<file path="config.mk">
export PLATFORM = sky130hd
export DESIGN_NAME = segment_rectangle_clipper_core
export DESIGN_NICKNAME = d
export VERILOG_FILES = /design/src/sv/src_pkg.sv /design/src/sv/segment_rectangle_clipper_core.sv /design/src/sv/src_muldiv.sv
export SDC_FILE = /design/constraint.sdc
export NUM_CORES = 2
export LEC_CHECK = 0
export BUFFER_PORTS_ARGS = -buffer_cell sky130_fd_sc_hd__clkbuf_2
export CORE_MARGIN = 2
export CORE_UTILIZATION = 40
export DETAILED_ROUTE_END_ITERATION = 12
export PLACE_DENSITY = 0.53
export SYNTH_ARGS = -nofsm -noshare
export SYNTH_HDL_FRONTEND = slang
export SYNTH_HIERARCHICAL = 1
export SYNTH_SLANG_ARGS = --single-unit
</file>
<file path="constraint.sdc">
create_clock -name clk -period 30.6 [get_ports clk]
set_input_delay 6.12 -clock clk [delete_from_list [all_inputs] [get_ports clk]]
set_output_delay 6.12 -clock clk [all_outputs]
set_load 0.03 [all_outputs]
</file>
<file path="src/sv/src_pkg.sv">
// ----------------------------------------------------------------------------
// src_pkg
// Shared constants for the segment rectangle clipper.
// ----------------------------------------------------------------------------
package src_pkg;
  localparam logic [3:0] OC_LEFT   = 4'h1;
  localparam logic [3:0] OC_RIGHT  = 4'h2;
  localparam logic [3:0] OC_BOTTOM = 4'h4;
  localparam logic [3:0] OC_TOP    = 4'h8;
  localparam int PASS_LIMIT = 8;

  localparam logic [1:0] REG_MIN_X = 2'd0;
  localparam logic [1:0] REG_MAX_X = 2'd1;
  localparam logic [1:0] REG_MIN_Y = 2'd2;
  localparam logic [1:0] REG_MAX_Y = 2'd3;
endpackage

</file>
<file path="src/sv/segment_rectangle_clipper_core.sv">
// ----------------------------------------------------------------------------
// segment_rectangle_clipper_core
// Cohen-Sutherland segment clipper against a configured rectangle.
// ----------------------------------------------------------------------------
// One segment at a time. Each clip pass runs one interpolation through the
// shared bit-serial multiply/divide unit; up to eight passes. Input stall
// is held high from acceptance until the result transfers.
module segment_rectangle_clipper_core #(
  parameter int COORD_WIDTH = 32,
  parameter int FRAC_BITS   = 16
) (
  input  logic                          clk,
  input  logic                          rst,
  input  logic                          cfg_we,
  input  logic [1:0]                    cfg_index,
  input  logic [COORD_WIDTH-1:0]        cfg_data,
  input  logic                          in_valid,
  output logic                          in_stall,
  input  logic signed [COORD_WIDTH-1:0] seg_start_x,
  input  logic signed [COORD_WIDTH-1:0] seg_start_y,
  input  logic signed [COORD_WIDTH-1:0] seg_end_x,
  input  logic signed [COORD_WIDTH-1:0] seg_end_y,
  output logic                          out_valid,
  input  logic                          out_stall,
  output logic [1:0]                    point_count,
  output logic signed [COORD_WIDTH-1:0] first_x,
  output logic signed [COORD_WIDTH-1:0] first_y,
  output logic signed [COORD_WIDTH-1:0] second_x,
  output logic signed [COORD_WIDTH-1:0] second_y,
  output logic                          accepted
);
  import src_pkg::*;
  localparam int W = COORD_WIDTH;

  localparam logic [2:0] S_IDLE = 3'd0;
  localparam logic [2:0] S_DEC  = 3'd1;
  localparam logic [2:0] S_WAIT = 3'd2;
  localparam logic [2:0] S_OUT  = 3'd3;

  logic signed [W-1:0] rmin_x, rmax_x, rmin_y, rmax_y;
  logic signed [W-1:0] x0, y0, x1, y1;
  logic signed [W-1:0] ex, ey;
  logic [2:0] state;
  logic [3:0] passes;
  logic [3:0] c0, c1, co;
  logic       mv0;
  logic       use_y;
  logic       md_start, md_done;
  logic signed [W-1:0] md_res;
  logic signed [W-1:0] ma0, edge_v;
  logic signed [W:0]   mda, mde, mdb;
  logic signed [W-1:0] nx, ny;
  logic [3:0] nc;

  function automatic logic [3:0] ocode(input logic signed [W-1:0] x,
      input logic signed [W-1:0] y, input logic signed [W-1:0] lx,
      input logic signed [W-1:0] hx, input logic signed [W-1:0] ly,
      input logic signed [W-1:0] hy);
    logic [3:0] c;
    c = '0;
    if (x < lx) c = c | OC_LEFT;
    else if (x > hx) c = c | OC_RIGHT;
    if (y < ly) c = c | OC_BOTTOM;
    else if (y > hy) c = c | OC_TOP;
    return c;
  endfunction

  always_ff @(posedge clk) begin
    if (rst) begin
      rmin_x <= '0; rmax_x <= '0; rmin_y <= '0; rmax_y <= '0;
    end else if (cfg_we) begin
      case (cfg_index)
        REG_MIN_X: rmin_x <= cfg_data;
        REG_MAX_X: rmax_x <= cfg_data;
        REG_MIN_Y: rmin_y <= cfg_data;
        REG_MAX_Y: rmax_y <= cfg_data;
        default: ;
      endcase
    end
  end

  assign c0 = ocode(x0, y0, rmin_x, rmax_x, rmin_y, rmax_y);
  assign c1 = ocode(x1, y1, rmin_x, rmax_x, rmin_y, rmax_y);
  assign co = (c0 != '0) ? c0 : c1;

  always_comb begin
    use_y  = 1'b1;
    edge_v = rmin_x;
    if ((co & OC_TOP) != '0) edge_v = rmax_y;
    else if ((co & OC_BOTTOM) != '0) edge_v = rmin_y;
    else if ((co & OC_RIGHT) != '0) begin use_y = 1'b0; edge_v = rmax_x; end
    else use_y = 1'b0;
    if (use_y) begin
      ma0 = x0;
      mda = (W + 1)'(x1) - (W + 1)'(x0);
      mde = (W + 1)'(edge_v) - (W + 1)'(y0);
      mdb = (W + 1)'(y1) - (W + 1)'(y0);
    end else begin
      ma0 = y0;
      mda = (W + 1)'(y1) - (W + 1)'(y0);
      mde = (W + 1)'(edge_v) - (W + 1)'(x0);
      mdb = (W + 1)'(x1) - (W + 1)'(x0);
    end
  end

  assign md_start = (state == S_DEC) && (c0 | c1) != '0 && (c0 & c1) == '0
                    && passes != 4'(PASS_LIMIT);

  src_muldiv #(.W(W)) u_md (
    .clk(clk), .rst(rst), .start(md_start), .a0(ma0), .da(mda), .de(mde),
    .db(mdb), .done(md_done), .res(md_res)
  );

  assign nx = use_y ? md_res : ex;
  assign ny = use_y ? ey : md_res;
  assign nc = ocode(nx, ny, rmin_x, rmax_x, rmin_y, rmax_y);

  assign in_stall = (state != S_IDLE);

  always_ff @(posedge clk) begin
    if (rst) begin
      state     <= S_IDLE;
      out_valid <= 1'b0;
      passes    <= '0;
    end else begin
      case (state)
        S_IDLE: begin
          if (in_valid) begin
            x0 <= seg_start_x; y0 <= seg_start_y;
            x1 <= seg_end_x;   y1 <= seg_end_y;
            passes      <= '0;
            point_count <= '0;
            first_x <= '0; first_y <= '0; second_x <= '0; second_y <= '0;
            state <= S_DEC;
          end
        end
        S_DEC: begin
          if ((c0 | c1) == '0) begin
            accepted <= 1'b1; out_valid <= 1'b1; state <= S_OUT;
          end else if ((c0 & c1) != '0 || passes == 4'(PASS_LIMIT)) begin
            accepted <= 1'b0; point_count <= '0;
            first_x <= '0; first_y <= '0; second_x <= '0; second_y <= '0;
            out_valid <= 1'b1; state <= S_OUT;
          end else begin
            passes <= passes + 1'b1;
            mv0    <= (c0 != '0);
            ex     <= edge_v;
            ey     <= edge_v;
            state  <= S_WAIT;
          end
        end
        S_WAIT: begin
          if (md_done) begin
            if (mv0) begin x0 <= nx; y0 <= ny; end
            else begin x1 <= nx; y1 <= ny; end
            if (nc == '0 && point_count != 2'd2) begin
              if (point_count == 2'd0) begin first_x <= nx; first_y <= ny; end
              else begin second_x <= nx; second_y <= ny; end
              point_count <= point_count + 1'b1;
            end
            state <= S_DEC;
          end
        end
        S_OUT: begin
          if (!out_stall) begin
            out_valid <= 1'b0; state <= S_IDLE;
          end
        end
        default: state <= S_IDLE;
      endcase
    end
  end

  assert property (@(posedge clk) disable iff (rst) out_valid |-> state == S_OUT)
    else $error("result outside output state");
  assert property (@(posedge clk) disable iff (rst) passes <= 4'(PASS_LIMIT))
    else $error("pass count overrun");
  assert property (@(posedge clk) disable iff (rst) out_valid && !accepted
                   |-> point_count == 2'd0)
    else $error("rejected segment with points");
endmodule

</file>
<file path="src/sv/src_muldiv.sv">
// ----------------------------------------------------------------------------
// src_muldiv
// Shared interpolation unit: a0 + trunc(da*de/db), saturated. Multiply is
// shift-add one bit per cycle, divide is restoring, one bit per cycle.
// ----------------------------------------------------------------------------
module src_muldiv #(
  parameter int W = 32
) (
  input  logic                clk,
  input  logic                rst,
  input  logic                start,
  input  logic signed [W-1:0] a0,
  input  logic signed [W:0]   da,
  input  logic signed [W:0]   de,
  input  logic signed [W:0]   db,
  output logic                done,
  output logic signed [W-1:0] res
);
  localparam int PW = 2 * W + 2;
  localparam int CW = $clog2(PW + 1);

  localparam logic [1:0] S_IDLE = 2'd0;
  localparam logic [1:0] S_MUL  = 2'd1;
  localparam logic [1:0] S_DIV  = 2'd2;
  localparam logic [1:0] S_FIN  = 2'd3;

  logic [1:0]    state;
  logic [CW-1:0] cnt;
  logic [W:0]    mcand;
  logic [W:0]    mplier;
  logic [PW-1:0] prod;
  logic [PW-1:0] quo;
  logic [W+1:0]  rem;
  logic [W:0]    dv;
  logic          neg;
  logic          dzero;
  logic signed [W-1:0] base;

  logic [W:0] abs_da, abs_de, abs_db;
  logic [W+1:0] rsh;
  logic [W+1:0] rsub;
  logic signed [PW:0] qs;
  logic signed [PW:0] sum;
  logic signed [PW:0] maxv, minv;

  assign abs_da = da[W] ? -da : da;
  assign abs_de = de[W] ? -de : de;
  assign abs_db = db[W] ? -db : db;
  assign rsh    = {rem[W:0], prod[PW-1]};
  assign rsub   = rsh - {1'b0, dv};
  assign qs     = neg ? -$signed({1'b0, quo}) : $signed({1'b0, quo});
  assign sum    = qs + (PW + 1)'(base);
  assign maxv   = (PW + 1)'({1'b0, {(W - 1){1'b1}}});
  assign minv   = -maxv - 1;

  always_ff @(posedge clk) begin
    if (rst) begin
      state <= S_IDLE;
      done  <= 1'b0;
    end else begin
      done <= 1'b0;
      case (state)
        S_IDLE: begin
          if (start) begin
            mcand  <= abs_da;
            mplier <= abs_de;
            dv     <= abs_db;
            dzero  <= (db == '0);
            neg    <= da[W] ^ de[W] ^ db[W];
            base   <= a0;
            prod   <= '0;
            cnt    <= CW'(W + 1);
            state  <= S_MUL;
          end
        end
        S_MUL: begin
          prod   <= (prod << 1) + (mplier[W] ? PW'(mcand) : '0);
          mplier <= mplier << 1;
          cnt    <= cnt - 1'b1;
          if (cnt == CW'(1)) begin
            cnt   <= CW'(PW);
            rem   <= '0;
            quo   <= '0;
            state <= S_DIV;
          end
        end
        S_DIV: begin
          prod <= prod << 1;
          if (!rsub[W+1]) begin
            rem <= rsub;
            quo <= {quo[PW-2:0], 1'b1};
          end else begin
            rem <= rsh;
            quo <= {quo[PW-2:0], 1'b0};
          end
          cnt <= cnt - 1'b1;
          if (cnt == CW'(1)) state <= S_FIN;
        end
        S_FIN: begin
          if (dzero) res <= base;
          else if (sum > maxv) res <= maxv[W-1:0];
          else if (sum < minv) res <= minv[W-1:0];
          else res <= sum[W-1:0];
          done  <= 1'b1;
          state <= S_IDLE;
        end
        default: state <= S_IDLE;
      endcase
    end
  end

  assert property (@(posedge clk) disable iff (rst) done |-> $past(state) == S_FIN)
    else $error("done without finish");
  assert property (@(posedge clk) disable iff (rst) state == S_DIV |-> cnt != '0)
    else $error("divide count underflow");
  assert property (@(posedge clk) disable iff (rst) done |=> !done)
    else $error("done pulse too long");
endmodule

</file>
==> qor_table.md <==
| Result | Reported |
| --- | --- |
| Result of the run | finished, violations left |
| Failing checks | DRC |
| Via count of the first global-routing pass | 49.3k |
| Share of the clock period used by the worst path | 33.1% |
| Worst clock skew on the final layout | 46.2 ps |
| Synth unique cells | 102 |
| Warnings from Yosys | 6 |
| Post-DP Area | 61700 sq um |
| Die height | 384 um |
| First-pass GRT wire length | 338 mm |
| Number of antenna violations at the first check in global routing | 17 |
| Met2 GRT Util | 49.8% |
| Antenna Nets Post-Route | 0 |
| Top library cells by usage in the layout, fill and taps aside | sky130_fd_sc_hd__nand2_1, sky130_fd_sc_hd__edfxtp_1, sky130_fd_sc_hd__a21oi_1 |
| Dominant cells by area after synthesis | sky130_fd_sc_hd__edfxtp_1, sky130_fd_sc_hd__ha_1, sky130_fd_sc_hd__a21oi_1 |
| Count of instances resized after the clock tree is built | 0 |
| IO Count | 300 |
| Cell Rows | 139 |
| Commonest non-fill, non-tap cell in the layout | sky130_fd_sc_hd__nand2_1 |
| Clock Latency Late Sink | 750 ps |
| Number of clock sinks | 767 |
| Register area share after synthesis | 37.4% |
| TritonCTS clock tree | yes |
| Busiest metal layer after global routing | met2 |
| Category of the worst setup path launch point | flip-flop |
| Pleak | 25.4 nW |
| Maximum clock path buffer count | 3 |
| Number of DRC violations after detailed-routing iteration 0 | 4722 |
| Fraction of final layout cells with drive strength greater than 1 | 10.6% |
| Worst path arrival time | 10480 ps |
| Combined area of the multi-input logic cells | 34100 sq um |
| Core footprint | 144000 sq um |
| Remaining global-route overflow | 0 |
| Sort of element at the end of the critical path | flip-flop |
| Master cell of the clock root buffer | sky130_fd_sc_hd__clkbuf_16 |
| Hold violation total from the final report | 0 |
| Remaining design rule violation count | 2 |
| R2R Setup Slk | 20470 ps |
| Unrepaired setup endpoints after global routing | false |
| Fraction of registers with async set/reset | 0% |
| Ys flop type | sky130_fd_sc_hd__edfxtp_1 |
| Router iterations before antenna repair | 10 |
| Post-CTS setup buffers | 0 |
| Required time worst endpoint | 30950 ps |
| Ordered list of cells on the worst path | ha_1 -> a31oi_1 -> o31ai_1 -> o2bb2ai_1 -> o21ai_1 -> a31oi_4 -> buf_4 -> o211ai_2 -> nand2_4 -> buf_4 -> buf_4 -> mux2i_1 -> inv_1 -> ha_1 -> and4_1 -> nand3_1 -> or2_2 -> or3_1 -> nor3_1 -> o21bai_1 -> a311oi_1 -> o221ai_1 -> o21ai_4 -> buf_4 |
| Top cell type by total area after synthesis | sky130_fd_sc_hd__edfxtp_1 |
| Cell count after placement | 8403 |
| Final Non-Filler Cells | 8593 |
| Cell area after synthesis | 57900 sq um |
| Most numerous cell on the critical path | sky130_fd_sc_hd__buf_4 |
| Sequential cell area | 21700 sq um |
| Net Count, Synth | 7163 |
| Top-area cell type share of the netlist area | 32.6% |
| Die outline area | 148000 sq um |
| CP max stage cell | sky130_fd_sc_hd__buf_4 |
| Number of instances in the synthesized netlist | 6367 |
| CTS Hold Buffers Added | 0 |
| Initial Util | 40.3% |
| Area growth from synthesis to layout | 12.2% |
| Number of nets in the layout | 7394 |
| Max-cap violations | 0 |
| Final Cell Area | 65000 sq um |
| Critical path's largest stage delay | 750 ps |
| Yosys reg bits | 767 |
| Met1 Use GR | 40.7% |
| Met3 layer usage reported by global route | 4.67% |
| Post-DR vias/cell | 5.91 |
| Transition time of the tightest slew-check pin | 1260 ps |
| Average routed wire per standard cell | 27.4 um |
| EDFF count, synth | 629 |
| Classification of the worst-slack hold path | reg -> reg |
| Clock transition time at the flip-flop clock pins of the worst setup and hold paths | 60 ps |
| Largest fanout on the critical path | 62 |
| Clock buffers created by TritonCTS | 96 |
| Total number of vias | 50.8k |
| Total power per unit cell area | 64.1 nW/um^2 |
| Total detailed-routing wirelength | 235 mm |
| Worst supply voltage drop on vdd | 0.0466 mV |
| Number of slew-limit violations in the final report | 0 |
| Sum of negative setup slack | 0 ps |
| H-tree levels | 3 |
| Largest net degree at the start of global routing | 132 |
| Synth Area per Inst | 9.09 sq um |
| Startpoint-to-endpoint class of the critical path | reg -> reg |
| Detailed placer's ending HPWL | 188 mm |
| Routability congestion estimate from global placement | 1.03 |
| Fmax | 0.0987 GHz |
| Fill cells | 14.2k |
| Final critical-path required period | 10130 ps |
| Total setup violations reported at the end of the flow | 0 |
| IO Port Bufs | 299 |
| Die span in x | 384 um |
| Relative slew margins | 13.5% |
| Aggregate global-route resource usage | 31.3% |
[sequential cells by signal, summed over array words and instances, names as in the netlist, 7 cells and up]
signal / cells
y0: 32
first_y: 32
y1: 32
rmin_x: 32
u_md/rem: 33
u_md/prod: 66
x1: 32
rmax_x: 32
u_md/dv: 33
u_md/base: 32
u_md/mcand: 33
x0: 32
second_x: 32
u_md/res: 32
u_md/cnt: 7
rmin_y: 32
u_md/quo: 66
rmax_y: 32
first_x: 32
second_y: 32
ey: 32
u_md/mplier: 33
[cells by family (layout without fill, tap and decap cells)]
family                   Yosys count  count (layout)  share of synthesized area [%]
adder cells (fa/ha/maj)          629             629                           13.7
other                              0              11                              0
AND/OR/NAND/NOR                 2002            2002                           16.7
multiplexers                     166             166                           2.96
buffers and inverters            624             936                           4.19
XOR/XNOR                         343             343                           5.19
AO/OA/AOI/OAI                   1836            1836                           19.9
flip-flops                       767             767                           37.4
[per-layer routing]
| metal | up-vias | part of all wire (%) |
|---|---|---|
| li1 | 23851 | - |
| met1 | 24838 | 43 |
| met2 | 1696 | 45 |
| met3 | 374 | 6.2 |
| met4 | 6 | 6.0 |
| met5 | - | 0.017 |
[critical path, delay by kind of cell, from the launching register on]
kind | cells | cell delay [ps]
mux | 1 | 440
fa+ha+maj | 2 | 660
simple gates | 6 | 1540
buf+inv | 5 | 2720
compound gates | 10 | 3530
flops | 1 | 580
[path summary, 6_finish.rpt]
| kind | start | endpoint | depth (start not counted) |
|---|---|---|---|
| max reg2reg | x0[1]$_DFFE_PP_ | first_y[12]$_DFFE_PP_ | 24 |
| min reg2reg | rmax_y[1]$_SDFFE_PP0P_ | rmax_y[1]$_SDFFE_PP0P_ | 2 |
| max | x0[1]$_DFFE_PP_ | first_y[12]$_DFFE_PP_ | 24 |
| min | rmax_y[1]$_SDFFE_PP0P_ | rmax_y[1]$_SDFFE_PP0P_ | 2 |
[area by class of cell]
cell class / instances / share of cell area, %
clock buffer: 120 / 3.95
timing repair buffer: 380 / 3.28
tap: 1903 / 3.67
clock inverter: 59 / 1.09
multi-input combinational: 4976 / 52.5
sequential: 767 / 33.3
antenna: 11 / 0.0424
inverter: 377 / 2.19
[where the power goes]
group / leakage [nW] / internal [mW] / switching (mW)
registers: 6.95 / 1.28 / 0.0626
logic: 16.9 / 0.558 / 1.07
clock network: 1.56 / 0.681 / 0.519
[cell usage after synthesis, types with 116 or more instances]
cell / count
sky130_fd_sc_hd__inv_1: 374
sky130_fd_sc_hd__mux2i_1: 126
sky130_fd_sc_hd__nand3_1: 135
sky130_fd_sc_hd__a21oi_1: 628
sky130_fd_sc_hd__and2_1: 116
sky130_fd_sc_hd__o21ai_0: 425
sky130_fd_sc_hd__nor2_1: 503
sky130_fd_sc_hd__edfxtp_1: 629
sky130_fd_sc_hd__dfxtp_1: 138
sky130_fd_sc_hd__clkbuf_1: 207
sky130_fd_sc_hd__ha_1: 623
sky130_fd_sc_hd__nand2_1: 649
sky130_fd_sc_hd__a21o_1: 196
sky130_fd_sc_hd__xnor2_1: 247
[through the flow]
stage / power, mW / util (%) / hold slack, ps / worst slack (ps)
after floorplan: 2.43 / - / 436 / 18630
after global placement: 2.96 / 42.9 / 454 / 20630
after detailed placement: 2.96 / 42.9 / 455 / 20570
after CTS: 4.17 / 45.2 / 463 / 20530
after global routing: 4.37 / 45.2 / 490 / 20060
final: 4.17 / 45.2 / 470 / 20470
Power figures use the tool's default switching activity.
